**config.mk**
```make
export PLATFORM = sky130hd
export DESIGN_NAME = encoder_speed_counter
export DESIGN_NICKNAME = d
export VERILOG_FILES = /design/src/hw/rtl/esc_pkg.sv /design/src/hw/rtl/esc_core.sv /design/src/hw/rtl/esc_rpm.sv /design/src/hw/rtl/encoder_speed_counter.sv
export SDC_FILE = /design/constraint.sdc
export NUM_CORES = 2
export LEC_CHECK = 0
export BUFFER_PORTS_ARGS = -buffer_cell sky130_fd_sc_hd__buf_2
export CORE_MARGIN = 1
export CORE_UTILIZATION = 35
export CTS_CLUSTER_SIZE = 12
export DETAILED_ROUTE_END_ITERATION = 7
export PLACE_DENSITY_LB_ADDON = 0.12
export SYNTH_ARGS = -nofsm -noshare
export SYNTH_HDL_FRONTEND = slang
export SYNTH_HIERARCHICAL = 1
export SYNTH_SLANG_ARGS = --single-unit
```
**constraint.sdc**
```tcl
create_clock -name i_clk -period 5.9 [get_ports i_clk]
set_clock_uncertainty 0.15 [all_clocks]
set_input_delay 0.295 -clock i_clk [delete_from_list [all_inputs] [get_ports i_clk]]
set_output_delay 0.295 -clock i_clk [all_outputs]
set_load 0.1 [all_outputs]
```
**src/hw/rtl/esc_pkg.sv**
```systemverilog
// Shared types and constants for the encoder speed counter.
// Event and register codes, reset values and the per-result info struct.
// No dependencies.
`timescale 1ns / 1ps

package esc_pkg;

    // Default width of the running and held counts
    localparam int COUNT_WIDTH_DEF = 16;

    // Event codes carried in the request's action field
    localparam logic [1:0] ACT_EDGE  = 2'd0;
    localparam logic [1:0] ACT_TICK  = 2'd1;
    localparam logic [1:0] ACT_ARM   = 2'd2;
    localparam logic [1:0] ACT_CLEAR = 2'd3;

    // Configuration register indexes
    localparam logic [1:0] CFG_INTERVAL  = 2'd0;
    localparam logic [1:0] CFG_THRESHOLD = 2'd1;
    localparam logic [1:0] CFG_SCALE     = 2'd2;

    // Register reset values
    localparam logic [15:0] INTERVAL_RESET  = 16'd1000;
    localparam logic [15:0] THRESHOLD_RESET = 16'd0;
    localparam logic [31:0] SCALE_RESET     = 32'd17429;

    // Output saturation limits for rpm, as magnitudes
    localparam int RPM_POS_MAX = 32767;
    localparam int RPM_NEG_MAX = 32768;

    // Per-result information that travels beside the count magnitude
    typedef struct packed {
        logic [15:0] latched;   // held count, saturated to 16-bit signed
        logic        neg;       // held count is negative
        logic        hit;       // threshold countdown reached zero
        logic        rdy;       // interval completed on this tick
    } t_res_info;

endpackage

```
**src/hw/rtl/esc_core.sv**
```systemverilog
// Event state of the encoder speed counter: configuration registers,
// running/held counts, countdown and interval prescaler.
// Depends on esc_pkg.
`timescale 1ns / 1ps

module esc_core
    import esc_pkg::*;
#(
    parameter int COUNT_WIDTH = COUNT_WIDTH_DEF
) (
    input  logic                   i_clk,
    input  logic                   i_rst_n,
    // event request, applied when i_accept is high
    input  logic                   i_accept,
    input  logic [1:0]             i_action,
    input  logic                   i_direction,
    // configuration write
    input  logic                   i_cfg_we,
    input  logic [1:0]             i_cfg_index,
    input  logic [31:0]            i_cfg_data,
    // result of the current request, from the updated state
    output t_res_info              o_info,
    output logic [COUNT_WIDTH-1:0] o_mag,
    output logic [31:0]            o_scale
);

    localparam logic [COUNT_WIDTH-1:0] CNT_MAX = {1'b0, {(COUNT_WIDTH-1){1'b1}}};
    localparam logic [COUNT_WIDTH-1:0] CNT_MIN = {1'b1, {(COUNT_WIDTH-1){1'b0}}};
    localparam int EXT_W = 33;

    logic [15:0]            r_interval;
    logic [15:0]            r_threshold;
    logic [31:0]            r_scale;
    logic [COUNT_WIDTH-1:0] r_run,  n_run;
    logic [COUNT_WIDTH-1:0] r_held, n_held;
    logic [15:0]            r_cdown, n_cdown;
    logic [15:0]            r_ticks, n_ticks;
    logic                   hit;
    logic                   rdy;
    logic [EXT_W-1:0]       held_ext;
    logic                   held_neg;

    // Compute the state after this event
    always_comb begin
        n_run   = r_run;
        n_held  = r_held;
        n_cdown = r_cdown;
        n_ticks = r_ticks;
        hit     = 1'b0;
        rdy     = 1'b0;
        case (i_action)
            ACT_EDGE: begin
                if (i_direction) begin
                    if (r_run != CNT_MAX) n_run = r_run + COUNT_WIDTH'(1);
                end else begin
                    if (r_run != CNT_MIN) n_run = r_run - COUNT_WIDTH'(1);
                end
                if (r_cdown != 16'd0) begin
                    n_cdown = r_cdown - 16'd1;
                    hit     = (r_cdown == 16'd1);
                end
            end
            ACT_TICK: begin
                if (r_ticks == 16'd1) begin
                    // interval done: reload, latch and restart the count
                    n_ticks = r_interval;
                    n_held  = r_run;
                    n_run   = '0;
                    rdy     = 1'b1;
                end else if (r_ticks != 16'd0) begin
                    n_ticks = r_ticks - 16'd1;
                end
            end
            ACT_ARM: begin
                n_cdown = r_threshold;
            end
            ACT_CLEAR: begin
                n_run  = '0;
                n_held = '0;
            end
            default: begin
                n_run = r_run;
            end
        endcase
    end

    // Saturate the held count to 16 bits and split sign and magnitude
    assign held_neg = n_held[COUNT_WIDTH-1];
    assign held_ext = {{(EXT_W-COUNT_WIDTH){held_neg}}, n_held};

    always_comb begin
        if (!held_neg && (held_ext > EXT_W'(RPM_POS_MAX))) begin
            o_info.latched = 16'h7FFF;
        end else if (held_neg && (held_ext < {{(EXT_W-16){1'b1}}, 16'h8000})) begin
            o_info.latched = 16'h8000;
        end else begin
            o_info.latched = held_ext[15:0];
        end
        o_info.neg = held_neg;
        o_info.hit = hit;
        o_info.rdy = rdy;
    end

    assign o_mag   = held_neg ? (~n_held + COUNT_WIDTH'(1)) : n_held;
    assign o_scale = r_scale;

    // Hold state; advance on each accepted request or register write
    always_ff @(posedge i_clk) begin
        if (!i_rst_n) begin
            r_interval  <= INTERVAL_RESET;
            r_threshold <= THRESHOLD_RESET;
            r_scale     <= SCALE_RESET;
            r_run       <= '0;
            r_held      <= '0;
            r_cdown     <= '0;
            r_ticks     <= INTERVAL_RESET;
        end else begin
            if (i_accept) begin
                r_run   <= n_run;
                r_held  <= n_held;
                r_cdown <= n_cdown;
                r_ticks <= n_ticks;
            end
            if (i_cfg_we) begin
                case (i_cfg_index)
                    CFG_INTERVAL: begin
                        r_interval <= i_cfg_data[15:0];
                        r_ticks    <= i_cfg_data[15:0];
                    end
                    CFG_THRESHOLD: r_threshold <= i_cfg_data[15:0];
                    CFG_SCALE:     r_scale     <= i_cfg_data;
                    default: begin
                        r_scale <= r_scale;
                    end
                endcase
            end
        end
    end

endmodule

```
**src/hw/rtl/esc_rpm.sv**
```systemverilog
// Result pipeline: capture, scale multiply, and rpm saturation stages,
// each with its own valid bit so stalls collapse bubbles.
// Depends on esc_pkg.
`timescale 1ns / 1ps

module esc_rpm
    import esc_pkg::*;
#(
    parameter int COUNT_WIDTH = COUNT_WIDTH_DEF
) (
    input  logic                   i_clk,
    input  logic                   i_rst_n,
    input  logic                   i_valid,
    output logic                   o_ready,
    input  t_res_info              i_info,
    input  logic [COUNT_WIDTH-1:0] i_mag,
    input  logic [31:0]            i_scale,
    output logic                   o_valid,
    input  logic                   i_ready,
    output t_res_info              o_info,
    output logic [15:0]            o_rpm
);

    localparam int PROD_W = COUNT_WIDTH + 32;
    localparam int Q_W    = PROD_W - 16;

    logic                   r1_valid;
    t_res_info              r1_info;
    logic [COUNT_WIDTH-1:0] r1_mag;
    logic                   r2_valid;
    t_res_info              r2_info;
    logic [PROD_W-1:0]      r2_prod;
    logic                   r3_valid;
    t_res_info              r3_info;
    logic [15:0]            r3_rpm;
    logic                   rdy1, rdy2, rdy3;
    logic [Q_W-1:0]         q;
    logic [15:0]            q_sat;
    logic [15:0]            rpm_val;

    // Each stage may load when it is empty or its successor moves
    assign rdy3    = !r3_valid || i_ready;
    assign rdy2    = !r2_valid || rdy3;
    assign rdy1    = !r1_valid || rdy2;
    assign o_ready = rdy1;

    // Drop the Q16.16 fraction and clamp to the signed 16-bit range
    assign q = r2_prod[PROD_W-1:16];
    always_comb begin
        if (!r2_info.neg && (q > Q_W'(RPM_POS_MAX))) begin
            q_sat = 16'h7FFF;
        end else if (r2_info.neg && (q > Q_W'(RPM_NEG_MAX))) begin
            q_sat = 16'h8000;
        end else begin
            q_sat = q[15:0];
        end
        rpm_val = r2_info.neg ? (~q_sat + 16'd1) : q_sat;
    end

    always_ff @(posedge i_clk) begin
        if (!i_rst_n) begin
            r1_valid <= 1'b0;
            r2_valid <= 1'b0;
            r3_valid <= 1'b0;
        end else begin
            if (rdy1) r1_valid <= i_valid;
            if (rdy2) r2_valid <= r1_valid;
            if (rdy3) r3_valid <= r2_valid;
        end
    end

    // Payload stages
    always_ff @(posedge i_clk) begin
        if (rdy1 && i_valid) begin
            r1_info <= i_info;
            r1_mag  <= i_mag;
        end
        if (rdy2 && r1_valid) begin
            r2_info <= r1_info;
            r2_prod <= PROD_W'(r1_mag) * PROD_W'(i_scale);
        end
        if (rdy3 && r2_valid) begin
            r3_info <= r2_info;
            r3_rpm  <= rpm_val;
        end
    end

    assign o_valid = r3_valid;
    assign o_info  = r3_info;
    assign o_rpm   = r3_rpm;

endmodule

```
**src/hw/rtl/encoder_speed_counter.sv**
```systemverilog
// Encoder speed counter, top level: stream ports and configuration port.
// Depends on esc_pkg, esc_core and esc_rpm.
//
// One event request (edge, tick, arm, clear) is accepted every clock cycle
// while the input is ready, and each gives one result through a capture
// stage, a 32-bit-by-count rpm multiply stage and a saturation/output stage.
// Event state is updated as the request is accepted, so back-to-back
// requests see each other's effects. Results stall independently; the
// input stays ready while any of the three result stages has room.
// Configuration writes are taken every cycle and belong to idle periods.
`timescale 1ns / 1ps

module encoder_speed_counter
    import esc_pkg::*;
#(
    parameter int COUNT_WIDTH = COUNT_WIDTH_DEF
) (
    input  logic        i_clk,
    input  logic        i_rst_n,
    // event requests
    input  logic        s_axis_tvalid,
    output logic        s_axis_tready,
    input  logic [7:0]  s_axis_tdata,   // [0] direction, [7:1] zero
    input  logic [1:0]  s_axis_tuser,   // [1:0] action
    // results
    output logic        m_axis_tvalid,
    input  logic        m_axis_tready,
    output logic [39:0] m_axis_tdata,   // [15:0] latched_count, [31:16] rpm,
                                        // [32] threshold_hit, [33] ready_res,
                                        // [39:34] zero
    // configuration writes
    input  logic        i_cfg_valid,
    output logic        o_cfg_ready,
    input  logic [1:0]  i_cfg_index,
    input  logic [31:0] i_cfg_data
);

    logic                   accept;
    logic                   cfg_we;
    t_res_info              core_info;
    logic [COUNT_WIDTH-1:0] core_mag;
    logic [31:0]            scale;
    t_res_info              out_info;
    logic [15:0]            out_rpm;

    assign o_cfg_ready = 1'b1;
    assign cfg_we      = i_cfg_valid && o_cfg_ready;
    assign accept      = s_axis_tvalid && s_axis_tready;

    esc_core #(
        .COUNT_WIDTH (COUNT_WIDTH)
    ) u_core (
        .i_clk       (i_clk),
        .i_rst_n     (i_rst_n),
        .i_accept    (accept),
        .i_action    (s_axis_tuser),
        .i_direction (s_axis_tdata[0]),
        .i_cfg_we    (cfg_we),
        .i_cfg_index (i_cfg_index),
        .i_cfg_data  (i_cfg_data),
        .o_info      (core_info),
        .o_mag       (core_mag),
        .o_scale     (scale)
    );

    esc_rpm #(
        .COUNT_WIDTH (COUNT_WIDTH)
    ) u_rpm (
        .i_clk   (i_clk),
        .i_rst_n (i_rst_n),
        .i_valid (s_axis_tvalid),
        .o_ready (s_axis_tready),
        .i_info  (core_info),
        .i_mag   (core_mag),
        .i_scale (scale),
        .o_valid (m_axis_tvalid),
        .i_ready (m_axis_tready),
        .o_info  (out_info),
        .o_rpm   (out_rpm)
    );

    // Pack the result fields
    assign m_axis_tdata = {6'd0, out_info.rdy, out_info.hit, out_rpm, out_info.latched};

    // An empty output stage means the whole pipeline can take a request
    assert property (@(posedge i_clk) disable iff (!i_rst_n)
        !m_axis_tvalid |-> s_axis_tready)
        else $error("input stalled with an empty output stage");

    // A single event cannot both hit the threshold and complete an interval
    assert property (@(posedge i_clk) disable iff (!i_rst_n)
        m_axis_tvalid |-> !(m_axis_tdata[32] && m_axis_tdata[33]))
        else $error("threshold hit and interval ready on one result");

    // rpm is never positive for a negative latched count
    assert property (@(posedge i_clk) disable iff (!i_rst_n)
        (m_axis_tvalid && m_axis_tdata[15]) |->
            (m_axis_tdata[31] || (m_axis_tdata[31:16] == 16'd0)))
        else $error("positive rpm for a negative count");

    // A zero count gives zero rpm
    assert property (@(posedge i_clk) disable iff (!i_rst_n)
        (m_axis_tvalid && (m_axis_tdata[15:0] == 16'd0)) |-> (m_axis_tdata[31:16] == 16'd0))
        else $error("nonzero rpm for a zero count");

endmodule

```
# [Word level (Yosys, flattened, before mapping)]
# Index checks and enable logic that the tools add are counted.
[classes] n_addsub=6 n_mul=1 magnitude_cmp=4 eq_ne=13 muxes=21 bitwise=2 reduce_logical=27
[ops] op="two-way mux 16 bit" n=16
[ops] op="case mux 16 bit (2 select lines)" n=2
[ops] op="adder 16 x 1 -> 16 bit (second input constant)" n=3
[ops] op="multiplier 16 x 32 -> 48 bit" n=1
[ops] op="case mux 16 bit (3 select lines)" n=1
[ops] op="subtractor 16 x 1 -> 16 bit (second input constant)" n=3
[ops] op="greater-than comparator 33 x 15 -> 1 bit (second input constant)" n=1
[ops] op="< comparator 33 bit (second input constant)" n=1
[ops] op="equality test 16 x 1 -> 1 bit (second input constant)" n=2
[ops] op="greater-than comparator 32 x 15 -> 1 bit (second input constant)" n=1
[ops] op="greater-than comparator 32 x 16 -> 1 bit (second input constant)" n=1
[ops] op="NOT 16 bit" n=2
[ops] op="nonzero test 16 bit" n=2
[ops] op="inequality test 16 x 15 -> 1 bit (second input constant)" n=1
[ops] op="inequality test 16 bit (second input constant)" n=1
[ops] op="two-way mux 15 bit" n=1
[ops] op="AND reduction 2 bit" n=4
[ops] op="logical AND 1 bit" n=7
[ops] op="equality test 2 bit (second input constant)" n=3
[ops] op="inequality test 3 x 2 -> 1 bit (second input constant)" n=2
[ops] op="logical NOT 1 bit" n=5
[ops] op="AND reduction 5 bit" n=1
[ops] op="equality test 2 x 1 -> 1 bit (second input constant)" n=2
[ops] op="logical NOT 2 bit" n=2
[ops] op="6 further kinds" n=9
[totals] regBits=267 inputBits=49 output_inout_bits=43 elab_cells=99

# [Longest topological paths before layout]
[logic_depth] ltp_word=8 ltp_mapped=23 depth_no_buf=21

# [Hierarchy]
# The synthesis kept the hierarchy.
[modules_own_cells] module="esc_rpm" n_inst=1 cells_per_inst=2131 area_per_inst_um2=20633.5
[modules_own_cells] module="esc_core" n_inst=1 cells_per_inst=921 area_per_inst_um2=6871.6
[modules_own_cells] module="encoder_speed_counter" n_inst=1 cells_per_inst=10 area_per_inst_um2=66.3

# [Least setup slack after synthesis]
# Ideal clock, no wire load.
[synth_timing] kind="register to register" startpoint="reg u_rpm.r1_mag[9]" endpoint="reg u_rpm.r2_prod[45] (data pin)" setup_ps=262 arrival_time_ps=5868 t_required_ps=5488 setup_slack_ps=-380 stages_incl_launch_ff=22 path_buffers=1 period_less_slack_ps=6280 path_cell_list="edfxtp_1 -> clkbuf_1 -> nand2_1 -> fa_1 -> inv_1 -> fa_1 -> inv_1 -> fa_1 -> inv_1 -> fa_1 -> fa_1 -> inv_1 -> fa_1 -> inv_1 -> ha_1 -> a21oi_1 -> o211ai_1 -> a41o_1 -> a32o_1 -> or3_1 -> a211oi_1 -> nor4_1"
[synth_via] elab_chain_len=1
[synth_lines] item="start, declared" line="esc_rpm.sv:29" rtl="logic [COUNT_WIDTH-1:0] r1_mag;"
[synth_lines] item="start signal, assigned" line="esc_rpm.sv:76" rtl="r1_mag <= i_mag;"
[synth_lines] item="multiplier 16 x 32 -> 48 bit" line="esc_rpm.sv:80" rtl="r2_prod <= PROD_W'(r1_mag) * PROD_W'(i_scale);"
[synth_lines] item="end signal, assigned" line="esc_rpm.sv:80"
[synth_lines] item="end, declared" line="esc_rpm.sv:32" rtl="logic [PROD_W-1:0] r2_prod;"
# No other way between the ends.
# A chain may end at the register's enable or synchronous reset.

# [Final worst setup path]
[layout_timing] startpoint="reg u_rpm.r1_mag[10]" endpoint="reg u_rpm.r2_prod[45] (data pin)"
# Same word-level chain as after synthesis.

==> metrics.txt <==
DRC violations left=0; number of iterations in the first detailed-routing pass=6; clock sink count=between 200 and 300; setup slack after placement=-480 ps; RSZ-0062 raised after global routing=yes; Worst setup startpoint=u_rpm/r1_mag[10]; warning count from the yosys run=6; slew at the pin closest to its max-slew limit=about 960 ps; routability cong.=0.872; biggest cell delay along the critical path=560 ps; count of routing violations after the opening detailed-route iteration=1385; Post-DP Area=31300 µm²; Hold Fails Final Rpt=0; Post-Place Cells=roughly 4.3k; # IOs=between 90 and 100; outcome=finished with violations; antenna violation net count after detailed routing=0; layout cells sized above 1=18.5%; worst-path fanout max=12; cts bufs inserted=30; number of non-filler instances in the completed layout=4408; required time of the critical path=6130 ps; Final Hold Slack=73.9 ps; total detailed-routing wirelength=between 70 and 80 mm; cells traversed along the worst timing path=buf_12 -> clkbuf_16 -> and2_1 -> fa_1 -> fa_1 -> fa_1 -> inv_1 -> fa_1 -> inv_1 -> fa_1 -> ha_1 -> ha_1 -> a21o_2 -> a221o_2 -> a21o_1 -> a21oi_1 -> o21ai_1 -> mux2_4 -> nor4_1; critical path arrival=6520 ps; deepest level of the CTS H-tree=1; half-perimeter wire length of the detailed placement result=61.5 mm; minimum clock period=6290 ps; Cell Pwr Density=~250 nW/µm²; Port Buf Inserts=77; kind of start point of the critical path=flop; Clock Tree Root=sky130_fd_sc_hd__clkbuf_16; mapped cell area=around 28000 µm²; final-report max-slew violation count=0; post-route clock period utilization=107%; Pleak=14.7 nW; relative max-transition margin=36.0%; clock-pin slew reported for the worst setup and hold paths after clock tree synthesis=60 ps; antenna violations before repair=0; final layout net count=3950; die outline height=283 µm; largest vdd supply drop=0.258 mV; max frequency=159 MHz; final setup violating endpoints=29; Setup CP Type=flop to flop; Vias per Instance=4.97; combined global-route utilization of all metal layers=between 20 and 25%; Core ar.=a little under 80000 µm²; via count of the first global-routing pass=roughly 23k; Post-Layout Inst Area=33700 µm²; max-cap violations=0; worst hold path type=primary input to flop; die boundary width=about 280 µm; maximum number of buffers from clock root to sink=3; Antenna diodes=0; pin count of the biggest net entering global routing=between 60 and 70; violated checks=negative setup slack; Worst Slack Setup Final=-387 ps; critical path's most frequent cell=sky130_fd_sc_hd__fa_1; via count=21.9k; initial core utilization=35.5%; post-synthesis area per instance=roughly 9.0 µm²; global route overflow=0; wire length of the first global-routing pass=about 130 mm; highest-delay cell along the critical path=sky130_fd_sc_hd__fa_1; source of the worst register-to-register timing path=u_rpm/r1_mag[10]; area growth from synthesis to layout=22.5%; later-pin clock latency in the skew report=600 ps; Setup TNS=-6650 ps; TritonCTS clock tree=done; Total Die Area=79800 µm²; number of rows created at floorplan=102; routed wirelength normalized by instance count=18.0 µm; origin of the worst min-delay path=i_rst_n; gate count of the mapped netlist=3061; Critical Path End Type=flop
cells in the final DEF (no fill, tap or decap), types with 15 or more instances in the layout:
cell,count
sky130_fd_sc_hd__inv_2,21
sky130_fd_sc_hd__nand3_1,45
sky130_fd_sc_hd__a211oi_1,19
sky130_fd_sc_hd__ha_1,113
sky130_fd_sc_hd__inv_1,469
sky130_fd_sc_hd__fa_2,23
sky130_fd_sc_hd__and2_1,205
sky130_fd_sc_hd__nor4_1,21
sky130_fd_sc_hd__dfxtp_1,125
sky130_fd_sc_hd__a21o_1,15
sky130_fd_sc_hd__buf_12,45
sky130_fd_sc_hd__fa_1,395
sky130_fd_sc_hd__buf_4,238
sky130_fd_sc_hd__ha_4,23
sky130_fd_sc_hd__buf_2,77
sky130_fd_sc_hd__xnor2_1,34
sky130_fd_sc_hd__a21oi_1,157
sky130_fd_sc_hd__nand4_1,23
sky130_fd_sc_hd__edfxtp_1,120
sky130_fd_sc_hd__clkbuf_16,35
sky130_fd_sc_hd__nand2_1,503
sky130_fd_sc_hd__dlygate4sd3_1,34
sky130_fd_sc_hd__nor2_1,116
sky130_fd_sc_hd__nor3_1,39
sky130_fd_sc_hd__o21ai_0,68
sky130_fd_sc_hd__a31oi_1,17
sky130_fd_sc_hd__o211ai_1,17
area by class of cell:
cell class	count	area [µm²]
fillers	7668	43900
clock inverters	7	65.1
flip-flops and latches	251	6240
repair buffers	414	3730
clock buffers	48	883
multi-input cells	2156	19700
inverters	492	1850
well taps	1040	1300
sequential cells by signal, summed over array words and instances, names as in the netlist:
register            count
u_rpm/o_valid           1
u_core/o_scale         32
u_rpm/r1_mag           16
u_core/r_run           16
u_rpm/r2_prod          32
u_rpm/r1_info          19
u_rpm/o_info           18
u_core/r_held          16
u_core/r_cdown         16
u_rpm/r2_info          19
u_core/r_ticks         16
u_core/r_threshold     16
u_rpm/o_rpm            16
u_rpm/r2_valid          1
u_core/r_interval      16
u_rpm/r1_valid          1
repair_timing:
item,CTS,global route
buffers inserted,15,13
endpoints found under the hold margin,82,0
hold buffers,34,0
endpoints found under the setup margin,31,31
gates cloned,2,4
resized for setup,106,56
pin swaps,75,52
metal layers:
layer	share of wire [%]	track usage, %	vias to the layer above
met3	4.4	1.92	69
met1	47	28.3	10900
met4	1.5	3.83	0
met5	0	0	-
li1	-	-	10400
met2	47	33.3	526
through the flow:
stage	utilization, %	total power [W]
floorplan	-	0.00456
global placement	40.4	0.00586
finish	43.5	0.00830
CTS	42.9	0.00818
detailed placement	40.4	0.00591
global route	43.5	0.00893
critical path, delay by kind of cell, from the launching register on:
kind	cells	cell delay, ps
flops	1	470
simple gates	2	430
fa+ha+maj	7	3190
compound gates	5	1050
mux	1	320
buf+inv	4	460
worst paths after layout:
| kind | to | slack, ps | cells past startpoint |
|---|---|---|---|
| max | u_rpm/r2_prod[45] | -390 | 19 |
| min | u_core/o_scale[2] | 70 | 2 |
| min reg2reg | u_rpm/o_info[3] | 270 | 0 |
| max reg2reg | u_rpm/r2_prod[45] | -390 | 19 |
power breakdown:
part | switching [W] | internal (W)
combinational | 0.00228 | 0.00208
sequential | 0.000143 | 0.00202
clock | 0.000752 | 0.00102
(Power assumes the default switching activity.)
